==> src/rtl/tbdef_pkg.sv <==
package tbdef_pkg;

   // Field widths.
   localparam int CMD_W     = 2;
   localparam int BYTE_W    = 8;
   localparam int KIND_W    = 2;
   localparam int WORD_W    = 16;
   localparam int PHASE_W   = 3;
   localparam int STATUS_W  = 2;
   localparam int REASON_W  = 3;
   localparam int CSR_IDX_W = 2;

   // Commands carried by an input transaction.
   localparam logic [CMD_W-1:0] CMD_BYTE    = 2'd0;
   localparam logic [CMD_W-1:0] CMD_ABORT   = 2'd1;
   localparam logic [CMD_W-1:0] CMD_RESTART = 2'd2;

   // Abort kinds reported by the decoder.
   localparam logic [KIND_W-1:0] ABORT_LEADER = 2'd0;
   localparam logic [KIND_W-1:0] ABORT_MID    = 2'd1;

   // Frame phases.
   localparam logic [PHASE_W-1:0] PH_MAGIC0  = 3'd0;
   localparam logic [PHASE_W-1:0] PH_MAGIC1  = 3'd1;
   localparam logic [PHASE_W-1:0] PH_ADDR_LO = 3'd2;
   localparam logic [PHASE_W-1:0] PH_ADDR_HI = 3'd3;
   localparam logic [PHASE_W-1:0] PH_LEN_LO  = 3'd4;
   localparam logic [PHASE_W-1:0] PH_LEN_HI  = 3'd5;
   localparam logic [PHASE_W-1:0] PH_DATA    = 3'd6;
   localparam logic [PHASE_W-1:0] PH_CHECK   = 3'd7;

   // Frame status codes.
   localparam logic [STATUS_W-1:0] STATUS_BUSY  = 2'd0;
   localparam logic [STATUS_W-1:0] STATUS_OK    = 2'd1;
   localparam logic [STATUS_W-1:0] STATUS_ERROR = 2'd2;

   // Failure reasons.
   localparam logic [REASON_W-1:0] REASON_NONE     = 3'd0;
   localparam logic [REASON_W-1:0] REASON_MAGIC    = 3'd1;
   localparam logic [REASON_W-1:0] REASON_LENGTH   = 3'd2;
   localparam logic [REASON_W-1:0] REASON_STORE    = 3'd3;
   localparam logic [REASON_W-1:0] REASON_CHECKSUM = 3'd4;
   localparam logic [REASON_W-1:0] REASON_LEADER   = 3'd5;
   localparam logic [REASON_W-1:0] REASON_MID_BYTE = 3'd6;
   localparam logic [REASON_W-1:0] REASON_FRAMING  = 3'd7;

   // Configuration register indexes.
   localparam logic [CSR_IDX_W-1:0] CSR_MAGIC_FIRST  = 2'd0;
   localparam logic [CSR_IDX_W-1:0] CSR_MAGIC_SECOND = 2'd1;
   localparam logic [CSR_IDX_W-1:0] CSR_LENGTH_LIMIT = 2'd2;

   localparam logic [WORD_W-1:0] LENGTH_LIMIT_RESET = 16'hFFFF;
   localparam logic [WORD_W-1:0] COUNT_MAX          = 16'hFFFF;

   typedef struct packed {
      logic [BYTE_W-1:0] magic_first;
      logic [BYTE_W-1:0] magic_second;
      logic [WORD_W-1:0] length_limit;
   } cfg_type;

   typedef struct packed {
      logic [CMD_W-1:0]  cmd;
      logic [BYTE_W-1:0] byte_value;
      logic [KIND_W-1:0] abort_kind;
      logic              store_ready;
   } item_type;

   typedef struct packed {
      logic                keep_going;
      logic                payload_valid;
      logic [BYTE_W-1:0]   payload_byte;
      logic [STATUS_W-1:0] frame_status;
      logic [REASON_W-1:0] fail_reason;
      logic [WORD_W-1:0]   frame_address;
      logic [WORD_W-1:0]   frame_length;
      logic [WORD_W-1:0]   bytes_at_fail;
      logic [PHASE_W-1:0]  phase_at_fail;
   } result_type;

endpackage

==> src/rtl/tbdef_intf.sv <==
// Input channel: one received byte or decoder command per transaction.
interface tbdef_req_if;
   logic                         valid;
   logic                         ready;
   logic [tbdef_pkg::CMD_W-1:0]  cmd;
   logic [tbdef_pkg::BYTE_W-1:0] byte_value;
   logic [tbdef_pkg::KIND_W-1:0] abort_kind;
   logic                         store_ready;

   modport source (output valid, cmd, byte_value, abort_kind, store_ready, input ready);
   modport sink (input valid, cmd, byte_value, abort_kind, store_ready, output ready);
endinterface

// Result channel: one answer per input transaction.
interface tbdef_rsp_if;
   logic                           valid;
   logic                           ready;
   logic                           keep_going;
   logic                           payload_valid;
   logic [tbdef_pkg::BYTE_W-1:0]   payload_byte;
   logic [tbdef_pkg::STATUS_W-1:0] frame_status;
   logic [tbdef_pkg::REASON_W-1:0] fail_reason;
   logic [tbdef_pkg::WORD_W-1:0]   frame_address;
   logic [tbdef_pkg::WORD_W-1:0]   frame_length;
   logic [tbdef_pkg::WORD_W-1:0]   bytes_at_fail;
   logic [tbdef_pkg::PHASE_W-1:0]  phase_at_fail;

   modport source (output valid, keep_going, payload_valid, payload_byte, frame_status,
                   fail_reason, frame_address, frame_length, bytes_at_fail,
                   phase_at_fail, input ready);
   modport sink (input valid, keep_going, payload_valid, payload_byte, frame_status,
                 fail_reason, frame_address, frame_length, bytes_at_fail,
                 phase_at_fail, output ready);
endinterface

==> src/rtl/tbdef_csr.sv <==
module tbdef_csr (
   input  logic                              clock,
   input  logic                              reset,
   input  logic                              csr_write_enable,
   input  logic [tbdef_pkg::CSR_IDX_W-1:0]   csr_index,
   input  logic [tbdef_pkg::WORD_W-1:0]      csr_write_data,
   output tbdef_pkg::cfg_type                cfg
);

   tbdef_pkg::cfg_type cfg_ff;
   tbdef_pkg::cfg_type cfg_in;

   // Decode the register index; writes beyond the list change nothing.
   always_comb begin
      cfg_in = cfg_ff;
      if (csr_write_enable) begin
         unique case (csr_index)
            tbdef_pkg::CSR_MAGIC_FIRST:
               cfg_in.magic_first = csr_write_data[tbdef_pkg::BYTE_W-1:0];
            tbdef_pkg::CSR_MAGIC_SECOND:
               cfg_in.magic_second = csr_write_data[tbdef_pkg::BYTE_W-1:0];
            tbdef_pkg::CSR_LENGTH_LIMIT:
               cfg_in.length_limit = csr_write_data;
            default: ;
         endcase
      end
   end

   always_ff @(posedge clock) begin
      if (reset) begin
         cfg_ff.magic_first  <= '0;
         cfg_ff.magic_second <= '0;
         cfg_ff.length_limit <= tbdef_pkg::LENGTH_LIMIT_RESET;
      end else begin
         cfg_ff <= cfg_in;
      end
   end

   assign cfg = cfg_ff;

endmodule

==> src/rtl/tbdef_frame.sv <==
module tbdef_frame (
   input  logic                  clock,
   input  logic                  reset,
   input  logic                  fire,
   input  tbdef_pkg::item_type   item,
   input  tbdef_pkg::cfg_type    cfg,
   output tbdef_pkg::result_type result
);

   logic [tbdef_pkg::PHASE_W-1:0] phase_ff, phase_in;
   logic [tbdef_pkg::WORD_W-1:0]  address_ff, address_in;
   logic [tbdef_pkg::WORD_W-1:0]  length_ff, length_in;
   logic [tbdef_pkg::WORD_W-1:0]  remaining_ff, remaining_in;
   logic [tbdef_pkg::BYTE_W-1:0]  xor_ff, xor_in;
   logic [tbdef_pkg::WORD_W-1:0]  count_ff, count_in;

   logic [tbdef_pkg::WORD_W-1:0]  count_inc;
   logic [tbdef_pkg::WORD_W-1:0]  remaining_dec;
   logic [tbdef_pkg::WORD_W-1:0]  header_length;
   logic                          fail;
   logic [tbdef_pkg::REASON_W-1:0] reason;
   logic                          clear;

   // Saturating count and the payload countdown.
   assign count_inc = (count_ff == tbdef_pkg::COUNT_MAX) ? count_ff : count_ff + 16'd1;
   assign remaining_dec = (remaining_ff != '0) ? remaining_ff - 16'd1 : remaining_ff;
   assign header_length = {item.byte_value, length_ff[tbdef_pkg::BYTE_W-1:0]};

   // Next frame state and the answer for this transaction.
   always_comb begin
      phase_in     = phase_ff;
      address_in   = address_ff;
      length_in    = length_ff;
      remaining_in = remaining_ff;
      xor_in       = xor_ff;
      count_in     = count_ff;
      fail         = 1'b0;
      reason       = tbdef_pkg::REASON_NONE;
      clear        = 1'b0;
      result       = '0;
      result.keep_going = 1'b1;

      unique case (item.cmd)
         tbdef_pkg::CMD_ABORT: begin
            fail = 1'b1;
            case (item.abort_kind)
               tbdef_pkg::ABORT_LEADER: reason = tbdef_pkg::REASON_LEADER;
               tbdef_pkg::ABORT_MID:    reason = tbdef_pkg::REASON_MID_BYTE;
               default:                 reason = tbdef_pkg::REASON_FRAMING;
            endcase
         end
         tbdef_pkg::CMD_RESTART: clear = 1'b1;
         tbdef_pkg::CMD_BYTE: begin
            unique case (phase_ff)
               tbdef_pkg::PH_MAGIC0: begin
                  if (item.byte_value != cfg.magic_first) begin
                     fail   = 1'b1;
                     reason = tbdef_pkg::REASON_MAGIC;
                  end else begin
                     count_in = count_inc;
                     phase_in = tbdef_pkg::PH_MAGIC1;
                  end
               end
               tbdef_pkg::PH_MAGIC1: begin
                  if (item.byte_value != cfg.magic_second) begin
                     fail   = 1'b1;
                     reason = tbdef_pkg::REASON_MAGIC;
                  end else begin
                     count_in = count_inc;
                     phase_in = tbdef_pkg::PH_ADDR_LO;
                  end
               end
               tbdef_pkg::PH_ADDR_LO: begin
                  address_in = {8'd0, item.byte_value};
                  count_in   = count_inc;
                  phase_in   = tbdef_pkg::PH_ADDR_HI;
               end
               tbdef_pkg::PH_ADDR_HI: begin
                  address_in = {item.byte_value, address_ff[tbdef_pkg::BYTE_W-1:0]};
                  count_in   = count_inc;
                  phase_in   = tbdef_pkg::PH_LEN_LO;
               end
               tbdef_pkg::PH_LEN_LO: begin
                  length_in = {8'd0, item.byte_value};
                  count_in  = count_inc;
                  phase_in  = tbdef_pkg::PH_LEN_HI;
               end
               tbdef_pkg::PH_LEN_HI: begin
                  // The length check takes priority over the store check.
                  length_in = header_length;
                  if (header_length == '0 || header_length > cfg.length_limit) begin
                     fail   = 1'b1;
                     reason = tbdef_pkg::REASON_LENGTH;
                  end else if (!item.store_ready) begin
                     fail   = 1'b1;
                     reason = tbdef_pkg::REASON_STORE;
                  end else begin
                     count_in     = count_inc;
                     remaining_in = header_length;
                     xor_in       = '0;
                     phase_in     = tbdef_pkg::PH_DATA;
                  end
               end
               tbdef_pkg::PH_DATA: begin
                  result.payload_valid = 1'b1;
                  result.payload_byte  = item.byte_value;
                  xor_in       = xor_ff ^ item.byte_value;
                  count_in     = count_inc;
                  remaining_in = remaining_dec;
                  if (remaining_dec == '0) begin
                     phase_in = tbdef_pkg::PH_CHECK;
                  end
               end
               default: begin
                  if (item.byte_value == xor_ff) begin
                     result.keep_going    = 1'b0;
                     result.frame_status  = tbdef_pkg::STATUS_OK;
                     result.frame_address = address_ff;
                     result.frame_length  = length_ff;
                     clear = 1'b1;
                  end else begin
                     fail   = 1'b1;
                     reason = tbdef_pkg::REASON_CHECKSUM;
                  end
               end
            endcase
         end
         default: ;
      endcase

      // A failure reports a snapshot taken before the frame is cleared.
      if (fail) begin
         result.keep_going    = 1'b0;
         result.frame_status  = tbdef_pkg::STATUS_ERROR;
         result.fail_reason   = reason;
         result.frame_address = address_in;
         result.frame_length  = length_in;
         result.bytes_at_fail = count_ff;
         result.phase_at_fail = phase_ff;
         clear = 1'b1;
      end

      if (clear) begin
         phase_in     = tbdef_pkg::PH_MAGIC0;
         address_in   = '0;
         length_in    = '0;
         remaining_in = '0;
         xor_in       = '0;
         count_in     = '0;
      end
   end

   // Frame state advances only when a transaction is processed.
   always_ff @(posedge clock) begin
      if (reset) begin
         phase_ff     <= tbdef_pkg::PH_MAGIC0;
         address_ff   <= '0;
         length_ff    <= '0;
         remaining_ff <= '0;
         xor_ff       <= '0;
         count_ff     <= '0;
      end else if (fire) begin
         phase_ff     <= phase_in;
         address_ff   <= address_in;
         length_ff    <= length_in;
         remaining_ff <= remaining_in;
         xor_ff       <= xor_in;
         count_ff     <= count_in;
      end
   end

   // A frame that ends always leaves the block hunting for the first magic byte.
   assert property (@(posedge clock) disable iff (reset)
      fire && !result.keep_going |=> phase_ff == tbdef_pkg::PH_MAGIC0 && count_ff == '0)
      else $error("frame end did not clear the frame state");

   // Payload bytes are only passed while the frame continues.
   assert property (@(posedge clock) disable iff (reset)
      fire && result.payload_valid |->
         result.keep_going && result.frame_status == tbdef_pkg::STATUS_BUSY)
      else $error("payload byte reported on a finished frame");

   // The data phase is never entered with nothing left to receive.
   assert property (@(posedge clock) disable iff (reset)
      phase_ff == tbdef_pkg::PH_DATA |-> remaining_ff != '0)
      else $error("data phase with zero bytes remaining");

endmodule

==> src/rtl/tape_block_deframer_unit.sv <==
// Tape block deframer. Each input transaction carries one received byte or a
// decoder command (abort or restart) and produces exactly one result
// transaction, in order. The unit sustains one transaction per clock cycle
// while results are taken: the frame state (phase, address, length,
// countdown, checksum and byte count) is updated by a single pass of logic
// between the input register and the result register. The input side keeps
// accepting while a finished result waits to be taken, stalling only when
// both registers are full and the result is not taken. Configuration
// registers (magic bytes and length limit) are written through the csr_
// port and should be changed only while no transaction is in flight.
module tape_block_deframer_unit (
   input  logic                            clock,
   input  logic                            reset,
   tbdef_req_if.sink                       req_ch,
   tbdef_rsp_if.source                     rsp_ch,
   input  logic                            csr_write_enable,
   input  logic [tbdef_pkg::CSR_IDX_W-1:0] csr_index,
   input  logic [tbdef_pkg::WORD_W-1:0]    csr_write_data
);

   tbdef_pkg::cfg_type    cfg;
   tbdef_pkg::item_type   item_ff;
   tbdef_pkg::result_type result;
   tbdef_pkg::result_type out_ff;
   logic                  item_valid_ff;
   logic                  out_valid_ff;
   logic                  fire;
   logic                  take;

   tbdef_csr u_csr (
      .clock            (clock),
      .reset            (reset),
      .csr_write_enable (csr_write_enable),
      .csr_index        (csr_index),
      .csr_write_data   (csr_write_data),
      .cfg              (cfg)
   );

   // Handshake: the result register loads when it is empty or being drained.
   assign fire = item_valid_ff && (!out_valid_ff || rsp_ch.ready);
   assign req_ch.ready = !item_valid_ff || fire;
   assign take = req_ch.valid && req_ch.ready;

   // Input register.
   always_ff @(posedge clock) begin
      if (reset) begin
         item_valid_ff <= 1'b0;
      end else if (req_ch.ready) begin
         item_valid_ff <= req_ch.valid;
      end
   end

   always_ff @(posedge clock) begin
      if (take) begin
         item_ff.cmd         <= req_ch.cmd;
         item_ff.byte_value  <= req_ch.byte_value;
         item_ff.abort_kind  <= req_ch.abort_kind;
         item_ff.store_ready <= req_ch.store_ready;
      end
   end

   tbdef_frame u_frame (
      .clock  (clock),
      .reset  (reset),
      .fire   (fire),
      .item   (item_ff),
      .cfg    (cfg),
      .result (result)
   );

   // Result register.
   always_ff @(posedge clock) begin
      if (reset) begin
         out_valid_ff <= 1'b0;
      end else if (fire) begin
         out_valid_ff <= 1'b1;
      end else if (rsp_ch.ready) begin
         out_valid_ff <= 1'b0;
      end
   end

   always_ff @(posedge clock) begin
      if (fire) begin
         out_ff <= result;
      end
   end

   assign rsp_ch.valid         = out_valid_ff;
   assign rsp_ch.keep_going    = out_ff.keep_going;
   assign rsp_ch.payload_valid = out_ff.payload_valid;
   assign rsp_ch.payload_byte  = out_ff.payload_byte;
   assign rsp_ch.frame_status  = out_ff.frame_status;
   assign rsp_ch.fail_reason   = out_ff.fail_reason;
   assign rsp_ch.frame_address = out_ff.frame_address;
   assign rsp_ch.frame_length  = out_ff.frame_length;
   assign rsp_ch.bytes_at_fail = out_ff.bytes_at_fail;
   assign rsp_ch.phase_at_fail = out_ff.phase_at_fail;

   // With both registers full and the output stalled, no new input is taken.
   assert property (@(posedge clock) disable iff (reset)
      item_valid_ff && out_valid_ff && !rsp_ch.ready |-> !req_ch.ready)
      else $error("input accepted while the pipeline is full");

   // A pending result that is not taken keeps the frame logic from advancing.
   assert property (@(posedge clock) disable iff (reset)
      out_valid_ff && !rsp_ch.ready |-> !fire)
      else $error("result register overwritten before it was taken");

   // A result that is not taken stays presented and unchanged.
   assert property (@(posedge clock) disable iff (reset)
      out_valid_ff && !rsp_ch.ready |=> out_valid_ff && $stable(out_ff))
      else $error("pending result dropped or changed before it was taken");

endmodule
==> src/flat_wrapper.sv <==
// flat-port wrapper written by rule: the top's interface ports become plain ports
module tape_block_deframer_unit_flat 
  (clock, reset, csr_write_enable, csr_index, csr_write_data, req_ch_valid, req_ch_cmd, req_ch_byte_value, req_ch_abort_kind, req_ch_store_ready, req_ch_ready, rsp_ch_valid, rsp_ch_keep_going, rsp_ch_payload_valid, rsp_ch_payload_byte, rsp_ch_frame_status, rsp_ch_fail_reason, rsp_ch_frame_address, rsp_ch_frame_length, rsp_ch_bytes_at_fail, rsp_ch_phase_at_fail, rsp_ch_ready);
  tbdef_req_if req_ch_i ();
  tbdef_rsp_if rsp_ch_i ();
  input  logic clock;
  input  logic reset;
  input  logic csr_write_enable;
  input  logic [tbdef_pkg::CSR_IDX_W-1:0] csr_index;
  input  logic [tbdef_pkg::WORD_W-1:0] csr_write_data;
  input wire logic [$bits(req_ch_i.valid)-1:0] req_ch_valid;
  input wire logic [$bits(req_ch_i.cmd)-1:0] req_ch_cmd;
  input wire logic [$bits(req_ch_i.byte_value)-1:0] req_ch_byte_value;
  input wire logic [$bits(req_ch_i.abort_kind)-1:0] req_ch_abort_kind;
  input wire logic [$bits(req_ch_i.store_ready)-1:0] req_ch_store_ready;
  output wire logic [$bits(req_ch_i.ready)-1:0] req_ch_ready;
  output wire logic [$bits(rsp_ch_i.valid)-1:0] rsp_ch_valid;
  output wire logic [$bits(rsp_ch_i.keep_going)-1:0] rsp_ch_keep_going;
  output wire logic [$bits(rsp_ch_i.payload_valid)-1:0] rsp_ch_payload_valid;
  output wire logic [$bits(rsp_ch_i.payload_byte)-1:0] rsp_ch_payload_byte;
  output wire logic [$bits(rsp_ch_i.frame_status)-1:0] rsp_ch_frame_status;
  output wire logic [$bits(rsp_ch_i.fail_reason)-1:0] rsp_ch_fail_reason;
  output wire logic [$bits(rsp_ch_i.frame_address)-1:0] rsp_ch_frame_address;
  output wire logic [$bits(rsp_ch_i.frame_length)-1:0] rsp_ch_frame_length;
  output wire logic [$bits(rsp_ch_i.bytes_at_fail)-1:0] rsp_ch_bytes_at_fail;
  output wire logic [$bits(rsp_ch_i.phase_at_fail)-1:0] rsp_ch_phase_at_fail;
  input wire logic [$bits(rsp_ch_i.ready)-1:0] rsp_ch_ready;
  assign req_ch_i.valid = req_ch_valid;
  assign req_ch_i.cmd = req_ch_cmd;
  assign req_ch_i.byte_value = req_ch_byte_value;
  assign req_ch_i.abort_kind = req_ch_abort_kind;
  assign req_ch_i.store_ready = req_ch_store_ready;
  assign req_ch_ready = req_ch_i.ready;
  assign rsp_ch_valid = rsp_ch_i.valid;
  assign rsp_ch_keep_going = rsp_ch_i.keep_going;
  assign rsp_ch_payload_valid = rsp_ch_i.payload_valid;
  assign rsp_ch_payload_byte = rsp_ch_i.payload_byte;
  assign rsp_ch_frame_status = rsp_ch_i.frame_status;
  assign rsp_ch_fail_reason = rsp_ch_i.fail_reason;
  assign rsp_ch_frame_address = rsp_ch_i.frame_address;
  assign rsp_ch_frame_length = rsp_ch_i.frame_length;
  assign rsp_ch_bytes_at_fail = rsp_ch_i.bytes_at_fail;
  assign rsp_ch_phase_at_fail = rsp_ch_i.phase_at_fail;
  assign rsp_ch_i.ready = rsp_ch_ready;
  tape_block_deframer_unit u_core (.clock(clock), .reset(reset), .req_ch(req_ch_i), .rsp_ch(rsp_ch_i), .csr_write_enable(csr_write_enable), .csr_index(csr_index), .csr_write_data(csr_write_data));
endmodule
==> config.mk <==
export PLATFORM = sky130hd
export DESIGN_NAME = tape_block_deframer_unit_flat
export DESIGN_NICKNAME = d
export VERILOG_FILES = /design/src/rtl/tbdef_pkg.sv /design/src/rtl/tbdef_intf.sv /design/src/rtl/tbdef_csr.sv /design/src/rtl/tbdef_frame.sv /design/src/rtl/tape_block_deframer_unit.sv /design/src/flat_wrapper.sv
export SDC_FILE = /design/constraint.sdc
export NUM_CORES = 1
export LEC_CHECK = 0
export BUFFER_PORTS_ARGS = -buffer_cell sky130_fd_sc_hd__buf_4
export CORE_MARGIN = 2
export CORE_UTILIZATION = 30
export CTS_CLUSTER_DIAMETER = 200
export DETAILED_ROUTE_END_ITERATION = 6
export GPL_TIMING_DRIVEN = 0
export PLACE_DENSITY = 0.5
export SYNTH_ARGS = -nofsm -noshare
export SYNTH_HDL_FRONTEND = slang
export SYNTH_SLANG_ARGS = --single-unit
==> constraint.sdc <==
create_clock -name clock -period 5.21 [get_ports clock]
set_input_delay 0.7815 -clock clock [delete_from_list [all_inputs] [get_ports clock]]
set_output_delay 0.7815 -clock clock [all_outputs]
set_load 0.05 [all_outputs]
==> results of run 1 <==
==> worst max-delay path, delay by kind of cell <==
family / cells / cell delay, ns
simple gates: 6 / 1.85
buf+inv: 3 / 1.18
compound gates: 1 / 0.07
==> sequential cells by signal (all words and copies together) (netlist names) <==
name                         flops
u_core.rsp_ch.valid              1
u_core.rsp_ch.frame_address     16
u_core.rsp_ch.fail_reason        3
u_core.item_valid_ff             1
u_core.rsp_ch.payload_valid      1
u_core.u_frame.phase_ff          3
u_core.rsp_ch.keep_going         1
u_core.u_frame.xor_ff            8
u_core.rsp_ch.bytes_at_fail     16
u_core.item_ff                  13
u_core.u_frame.length_ff        16
u_core.u_frame.address_ff       16
u_core.rsp_ch.frame_status       2
u_core.u_frame.remaining_ff     16
u_core.rsp_ch.frame_length      16
u_core.rsp_ch.phase_at_fail      3
u_core.u_frame.count_ff         16
u_core.u_csr.cfg                32
u_core.rsp_ch.payload_byte       8
==> stage by stage <==
stage | hold WS (ns) | instance area, um^2 | util (%) | total power [W] | cells
6_report | 0.463 | 10500 | 36.9 | 0.00332 | 1365
2_1_floorplan | 0.426 | 8640 | - | 0.00183 | 846
4_1_cts | 0.467 | 10500 | 36.9 | 0.00335 | 1365
5_1_grt | 0.478 | 10500 | 36.9 | 0.00344 | 1365
3_5_place_dp | 0.447 | 9900 | 34.7 | 0.00196 | 1333
3_3_place_gp | 0.440 | 9900 | 34.7 | 0.00196 | 1333
==> cell families after synthesis <==
| kind of cell | after synthesis | synth area share [%] |
|---|---|---|
| multiplexers | 16 | 1.85 |
| AO/OA/AOI/OAI | 178 | 15.9 |
| flip-flops | 188 | 52.7 |
| XOR/XNOR | 39 | 3.95 |
| buffers and inverters | 89 | 4.14 |
| adder cells (fa/ha/maj) | 19 | 2.75 |
| AND/OR/NAND/NOR | 317 | 18.7 |
==> layer usage <==
| metal | track usage [%] | up-vias | wire (um) |
|---|---|---|---|
| li1 | - | 3365 | - |
| met1 | 22.6 | 3285 | 12000 |
| met2 | 26.3 | 161 | 11400 |
| met3 | 3.42 | 22 | 1140 |
| met4 | 4.27 | 0 | 291 |
| met5 | 0 | - | 0 |
==> power by group through the flow <==
stage	clock network, W	logic (W)	registers [W]
finish	0.00140	0.000331	0.00159
global route	0.00149	0.000354	0.00160
CTS	0.00142	0.000333	0.00159
detailed placement	0	0.000332	0.00163
global placement	0	0.000330	0.00163
floorplan	0	0.000136	0.00170
==> cell usage in the layout (no fill, tap or decap), drive strengths merged, types with 12 or more instances in the layout <==
cell type / instances
o211ai: 20
edfxtp: 79
a32o: 25
clkbuf: 52
o31ai: 18
xnor2: 29
ha: 19
and3: 28
nand2: 68
mux2i: 16
a21oi: 31
buf: 121
and2: 29
nand3b: 12
inv: 45
nor4: 14
nand4: 12
nand3: 25
nor2: 78
nor3: 25
a22o: 19
o21ai: 28
dfxtp: 109
==> area by class of cell <==
class | count | area, um^2 | share of cell area (%)
sequential | 188 | 4550 | 43.2
multi-input combinational | 569 | 3730 | 35.4
timing repair buffer | 103 | 773 | 7.33
tap | 384 | 480 | 4.56
clock buffer | 17 | 425 | 4.03
buffer | 53 | 223 | 2.11
clock inverter | 15 | 220 | 2.09
inverter | 36 | 138 | 1.31
==> worst max path at each step <==
stage | start | endpoint | slack (ns)
floorplan | rsp_ch_ready | u_core.u_frame.remaining_ff[4] | 1.21
global placement | rsp_ch_ready | u_core.u_frame.remaining_ff[4] | -0.69
detailed placement | rsp_ch_ready | u_core.u_frame.remaining_ff[4] | 1.11
CTS | u_core.rsp_ch.valid | u_core.u_frame.remaining_ff[4] | 1.58
global route | u_core.rsp_ch.valid | u_core.u_frame.remaining_ff[4] | 1.37
finish | rsp_ch_ready | u_core.u_frame.remaining_ff[4] | 1.67
==> flow_summary_export.csv, run 1 <==
group,metric,value,unit
worst_setup_path,cpMaxStageDelayCell,"sky130_fd_sc_hd__inv_4",
detailed_routing,wl,24800,um
detailed_routing,vias,6833,
layout,final_layout_size_suffix_gt1_share,17.4,%
power,power_frac_clock,42.1,%
clocking,clk-insertion-delay-late,0.45,ns
sta,relSlewSlack,27.1,%
min_path,worst_hold_path_endpoint,"u_core.u_frame.address_ff[15]",
power,fraction_of_power_spent_switching_nets,29.2,%
die,core_region_area,28500,um^2
power,peak_supply_drop,0.175,mV
clocking,numCtsBuffers,17,
worst_setup_path,r2r_end,"u_core.u_frame.remaining_ff[4]",
logic_synthesis,number_of_enable_flip_flop_cells_after_synthesis,79,
sta,rsz0062_at_grt,"no",
detailed_routing,drt_drc_violations_left,0,
worst_setup_path,cp.required,5.56,ns
die,core.rowCount,62,
logic_synthesis,synthMostInstantiatedCell,"sky130_fd_sc_hd__dfxtp_1",
clocking,cts_hold_buf,0,
clocking,clock_root_buffer,"sky130_fd_sc_hd__clkbuf_16",
power,power.leakage,4.08,nW
logic_synthesis,synth.top_cells.by_count,"109 x sky130_fd_sc_hd__dfxtp_1, 79 x sky130_fd_sc_hd__edfxtp_1, 78 x sky130_fd_sc_hd__nor2_1",
placement,place_ws,1.11,ns
sta,timing.final.hold_violations,0,
detailed_routing,post_drt_wl_per_cell,18.2,um
min_path,holdCritPathClass,"flip-flop to flip-flop",
grt,grt_util_all_layers,16.4,%
worst_setup_path,worst-r2r-cell-count,9,
worst_setup_path,worst-setup-path-type,"input pin to flip-flop",
status,run_status,"finished clean",
sta,finalWorstSetupSlack,1.67,ns
clocking,numClockSinks,188,
logic_synthesis,synth_top_flop_cell,"sky130_fd_sc_hd__dfxtp_1",
logic_synthesis,synthTopCellsByArea,"sky130_fd_sc_hd__edfxtp_1 27%, sky130_fd_sc_hd__dfxtp_1 25%, sky130_fd_sc_hd__nor2_1 3.4%",
grt,largest_net_degree_at_the_start_of_global_routing,70,
logic_synthesis,synth_seq_cells,188,
placement,dp_hpwl,17600,um
worst_setup_path,worst_path_most_repeated_cell,"sky130_fd_sc_hd__nand2_1",
logic_synthesis,fraction_of_synthesis_flops_using_an_asynchronous_set_or_reset_pin,0,%
clocking,cts.clk_slew.worst_paths,0.08,ns
layout,areaGrowthSynthToFinish,22.0,%
detailed_routing,drtPass1Iterations,5,
logic_synthesis,ys_types,69,
logic_synthesis,syn_area,8640,um^2
job,max_cap_viol_count,0,
placement,place_congestion,0.863,
power,seq_power_share,48.0,%
sta,post-route-min-period,3.54,ns
worst_setup_path,critical_path.max_fanout,69,
worst_setup_path,cp_slowest_stage_delay,0.75,ns
worst_setup_path,worst-endpoint-arrival,3.89,ns
logic_synthesis,synthCells,846,
worst_setup_path,r2r-start,"u_core.rsp_ch.valid",
clocking,max-clock-path-buffers,2,
clocking,cts_setup_buffers,0,
die,io-pin-count,104,
placement,buffer_ports.inserted,103,
detailed_routing,drt-vias-per-instance,5.01,
grt,first_global_vias,6529,
power,power_per_unit_of_standard_cell_area,315,nW/um^2
sta,layout_skew,0.0174,ns
worst_setup_path,path_cells,"buf_4 -> nor2b_1 -> nand2b_1 -> inv_4 -> nand2_1 -> or3_1 -> nor2_1 -> buf_2 -> nand2_1 -> o311ai_1",
grt,global_route.overflow_total,0,
min_path,worst_min_delay_path_startpoint,"u_core.u_frame.address_ff[15]",
die,initial_core_util,30.3,%
logic_synthesis,synth_nets,901,
logic_synthesis,synth-seq-area-share,52.7,%
worst_setup_path,rrSetupSlack,1.68,ns
power,pwr-share-comb,10.0,%
power,internal_power,0.00235,W
sta,slew_viol_final,0,
sta,worst-slew-pin-transition,1.09,ns
logic_synthesis,synth.largest_area_cell,"sky130_fd_sc_hd__edfxtp_1",
die,design.die.area,30200,um^2
grt,antenna_violations_before_repair,0,
power,net-switching-power,0.000970,W
min_path,whs_path_depth,1,
layout,final_nets,1023,
clocking,tritoncts,"yes",
sta,share_of_the_cycle_needed_by_the_critical_path_after_routing,68.0,%
layout,fillers,2944,
sta,top_achievable_clock_speed,282,MHz
clocking,post_cts.resized_instances,0,
logic_synthesis,syn_avg_cell_area,10.2,um^2
logic_synthesis,synth.top_cell.area_share,27.5,%
detailed_routing,initialDrtViolationCount,624,
sta,setup_viol_count_final,0,
clocking,cts.htree.levels,4,
grt,grt_pass1_wl,38100,um
layout,antenna_cells,0,
die,die_w,174,um
logic_synthesis,yosys_warnings,0,
die,die_h,174,um
worst_setup_path,end_kind,"flip-flop",
sta,setup-tns-final,0,ns
detailed_routing,detail-route-antenna-nets,0,
worst_setup_path,setup.worst_path.start_class,"input pin",
Power figures use the tool's default switching activity.
==> run 2: changes to the inputs <==
ABC_AREA = 1   (was unset)
PLACE_DENSITY = 0.49   (was 0.5)
clock period = 3.6 ns   (was 5.21 ns; I/O delays follow)
==> flow_summary_export.csv, run 2 <==
group,metric,value,unit
worst_setup_path,cp_slowest_stage_delay,0.63,ns
sta,setup_viol_count_final,0,
layout,fin_area,11600,um^2
die,core_region_area,31600,um^2
sta,worst-slew-pin-transition,1.05,ns
die,die_w,184,um
worst_setup_path,rrSetupSlack,0.38,ns
worst_setup_path,setup.worst_path.start_class,"flip-flop",
min_path,holdCritPathClass,"input pin to flip-flop",
worst_setup_path,worst_path_most_repeated_cell,"sky130_fd_sc_hd__nand2_1",
clocking,max-clock-path-buffers,2,
grt,global_route.overflow_total,0,
layout,final_common_cell,"sky130_fd_sc_hd__nand2_1",
placement,dp_hpwl,21300,um
layout,largest_register_ff_count,32,
die,die_h,184,um
clocking,tritoncts,"yes",
layout,fillers,3328,
worst_setup_path,cp.required,3.94,ns
sta,timing.final.hold_violations,0,
logic_synthesis,synth_nets,1285,
layout,antenna_cells,0,
clocking,post_cts.resized_instances,0,
sta,slew_viol_final,0,
layout,stdcell_count,1767,
sta,setup-tns-final,0,ns
layout,multiInputGateArea,4360,um^2
worst_setup_path,setup.worst_path.end,"u_core.u_frame.remaining_ff[9]",
logic_synthesis,syn_area,9670,um^2
sta,rsz0062_at_grt,"no",
worst_setup_path,worst-endpoint-arrival,3.56,ns
sta,post-route-min-period,3.22,ns
worst_setup_path,worst-r2r-cell-count,13,
logic_synthesis,synth.largest_area_cell,"sky130_fd_sc_hd__edfxtp_1",
worst_setup_path,critical_path.max_fanout,10,
logic_synthesis,synthTopCellsByArea,"sky130_fd_sc_hd__edfxtp_1 25%, sky130_fd_sc_hd__dfxtp_1 23%, sky130_fd_sc_hd__nand2_1 9.6%",
placement,place.detailed.instances,1735,
detailed_routing,drtPass1Iterations,5,
logic_synthesis,synth-seq-area-share,47.1,%
detailed_routing,post_drt_wl_per_cell,16.4,um
clocking,cts_hold_buf,0,
grt,antenna_violations_before_repair,0,
detailed_routing,drt-vias-per-instance,4.89,
die,design.die.area,33700,um^2
die,core.rowCount,65,
worst_setup_path,r2r_end,"u_core.u_frame.remaining_ff[9]",
detailed_routing,initialDrtViolationCount,603,
grt,grt_util_all_layers,17.5,%
layout,final_nets,1407,
placement,place_congestion,0.898,
power,power.leakage,4.59,nW
detailed_routing,vias,8638,
status,run_status,"finished clean",
detailed_routing,drt_drc_violations_left,0,
sta,relSlewSlack,29.6,%
worst_setup_path,path_depth,13,
clocking,cts_setup_buffers,0,
logic_synthesis,synth.top_cell.area_share,24.5,%
worst_setup_path,cpMaxStageDelayCell,"sky130_fd_sc_hd__edfxtp_1",
layout,areaGrowthSynthToFinish,19.7,%
grt,grt_pass1_wl,45400,um
clocking,numCtsBuffers,17,
die,io-pin-count,104,
layout,regArea,4550,um^2
worst_setup_path,startpoint,"u_core.item_ff[9]",
layout,final_layout_size_suffix_gt1_share,14.7,%
sta,hold_slack,0.252,ns
logic_synthesis,fraction_of_synthesis_flops_using_an_asynchronous_set_or_reset_pin,0,%
clocking,cts.htree.levels,4,
sta,layout_skew,0.0182,ns
worst_setup_path,crit_buf_inv,1,
detailed_routing,detail-route-antenna-nets,0,
worst_setup_path,critPathTopFamily,"simple AND/OR/NAND/NOR gates",
logic_synthesis,synth_seq_cells,188,
clocking,cts.clk_slew.worst_paths,0.08,ns
placement,buffer_ports.inserted,102,
logic_synthesis,synthCells,1230,
min_path,whs_path_depth,1,
grt,largest_net_degree_at_the_start_of_global_routing,62,
die,initial_core_util,30.6,%
worst_setup_path,worst-setup-path-type,"flip-flop to flip-flop",
placement,detailed_place.area,11000,um^2
job,max_cap_viol_count,0,
worst_setup_path,end_kind,"flip-flop",
power,peak_supply_drop,0.293,mV
grt,first_global_vias,8048,
logic_synthesis,synthMostInstantiatedCell,"sky130_fd_sc_hd__nand2_1",
clocking,clk-insertion-delay-late,0.46,ns
logic_synthesis,synth.top_cells.by_count,"248 x sky130_fd_sc_hd__nand2_1, 181 x sky130_fd_sc_hd__nor2_1, 124 x sky130_fd_sc_hd__inv_1",
power,power_per_unit_of_standard_cell_area,440,nW/um^2
logic_synthesis,number_of_enable_flip_flop_cells_after_synthesis,79,
clocking,clock_root_buffer,"sky130_fd_sc_hd__clkbuf_16",
logic_synthesis,synth_top_flop_cell,"sky130_fd_sc_hd__dfxtp_1",
logic_synthesis,ys_types,39,
worst_setup_path,path_cells,"ha_1 -> nand2_1 -> nor3_1 -> nand2_1 -> nand2_1 -> nand2_1 -> nand3_1 -> nand2_1 -> o211ai_1 -> clkbuf_1 -> nand3_1 -> nand2_1 -> nor2_1",
sta,top_achievable_clock_speed,311,MHz
worst_setup_path,r2r-start,"u_core.item_ff[9]",
logic_synthesis,syn_avg_cell_area,7.86,um^2
detailed_routing,wl,28900,um
logic_synthesis,yosys_warnings,0,
layout,layout_common_cells,"248 x sky130_fd_sc_hd__nand2_1, 181 x sky130_fd_sc_hd__nor2_1, 124 x sky130_fd_sc_hd__inv_1, 109 x sky130_fd_sc_hd__dfxtp_1, 106 x sky130_fd_sc_hd__buf_4",
sta,share_of_the_cycle_needed_by_the_critical_path_after_routing,89.4,%
clocking,numClockSinks,188,
## run 2: cell types whose count changed after synthesis, moves of 43 or more
cell and delta:
sky130_fd_sc_hd__nand2_1 +180, sky130_fd_sc_hd__o21ai_0 +52, sky130_fd_sc_hd__inv_1 +90, sky130_fd_sc_hd__nor2_1 +103
sky130_fd_sc_hd__nand3_1 +65, sky130_fd_sc_hd__a21oi_1 +43
## run 2: worst register-to-register path: stages (launching register included)
cell	delay [ns]
sky130_fd_sc_hd__edfxtp_1	0.63
sky130_fd_sc_hd__ha_1	0.40
sky130_fd_sc_hd__nand2_1	0.08
sky130_fd_sc_hd__nor3_1	0.26
sky130_fd_sc_hd__nand2_1	0.08
sky130_fd_sc_hd__nand2_1	0.06
sky130_fd_sc_hd__nand2_1	0.12
sky130_fd_sc_hd__nand3_1	0.10
sky130_fd_sc_hd__nand2_1	0.13
sky130_fd_sc_hd__o211ai_1	0.45
sky130_fd_sc_hd__clkbuf_1	0.53
sky130_fd_sc_hd__nand3_1	0.16
sky130_fd_sc_hd__nand2_1	0.08
sky130_fd_sc_hd__nor2_1	0.04
## run 2: metal layers
metal	track usage, %	wire length [um]
met1	23.9	13700
met2	28.2	13200
met3	3.55	1620
met4	4.67	372
met5	0	0
## run 2: kinds of logic after synthesis
family,Yosys count,share of synthesized area [%]
flops,188,47.1
xor+xnor,26,2.36
compound gates,213,12.8
buf+inv,184,7.78
fa+ha+maj,19,2.46
simple gates,600,27.5
## run 2: worst min path at each step
stage / startpoint / to / slack (ns)
final: req_ch_store_ready / u_core.item_ff[0] / 0.25
after global routing: req_ch_byte_value[7] / u_core.item_ff[10] / 0.24
after CTS: req_ch_store_ready / u_core.item_ff[0] / 0.24
after detailed placement: u_core.u_frame.address_ff[15] / u_core.u_frame.address_ff[15] / 0.46
after global placement: u_core.u_frame.address_ff[11] / u_core.u_frame.address_ff[11] / 0.45
after floorplan: u_core.u_frame.address_ff[10] / u_core.u_frame.address_ff[10] / 0.45
## run 2: power by group
part	total [W]	switching, W	internal (W)
Sequential	0.00235	0.0000540	0.00230
Combinational	0.000798	0.000555	0.000243
Clock	0.00195	0.000951	0.000995
Total	0.00509	0.00156	0.00353
## run 2: area by class of cell
cell class / count / share of cell area, %
multi-input combinational: 858 / 37.7
clock inverter: 15 / 1.54
tap: 402 / 4.35
buffer: 55 / 2.35
clock buffer: 17 / 3.68
sequential: 188 / 39.4
inverter: 129 / 4.18
timing repair buffer: 103 / 6.86
## run 2: through the flow
step | util (%) | total power [W] | setup slack, ns
after global placement | 34.6 | 0.00320 | -1.01
after floorplan | - | 0.00293 | 0.244
after detailed placement | 34.7 | 0.00320 | 0.431
after CTS | 36.6 | 0.00514 | 0.418
after global routing | 36.6 | 0.00532 | 0.0945
final | 36.6 | 0.00509 | 0.383
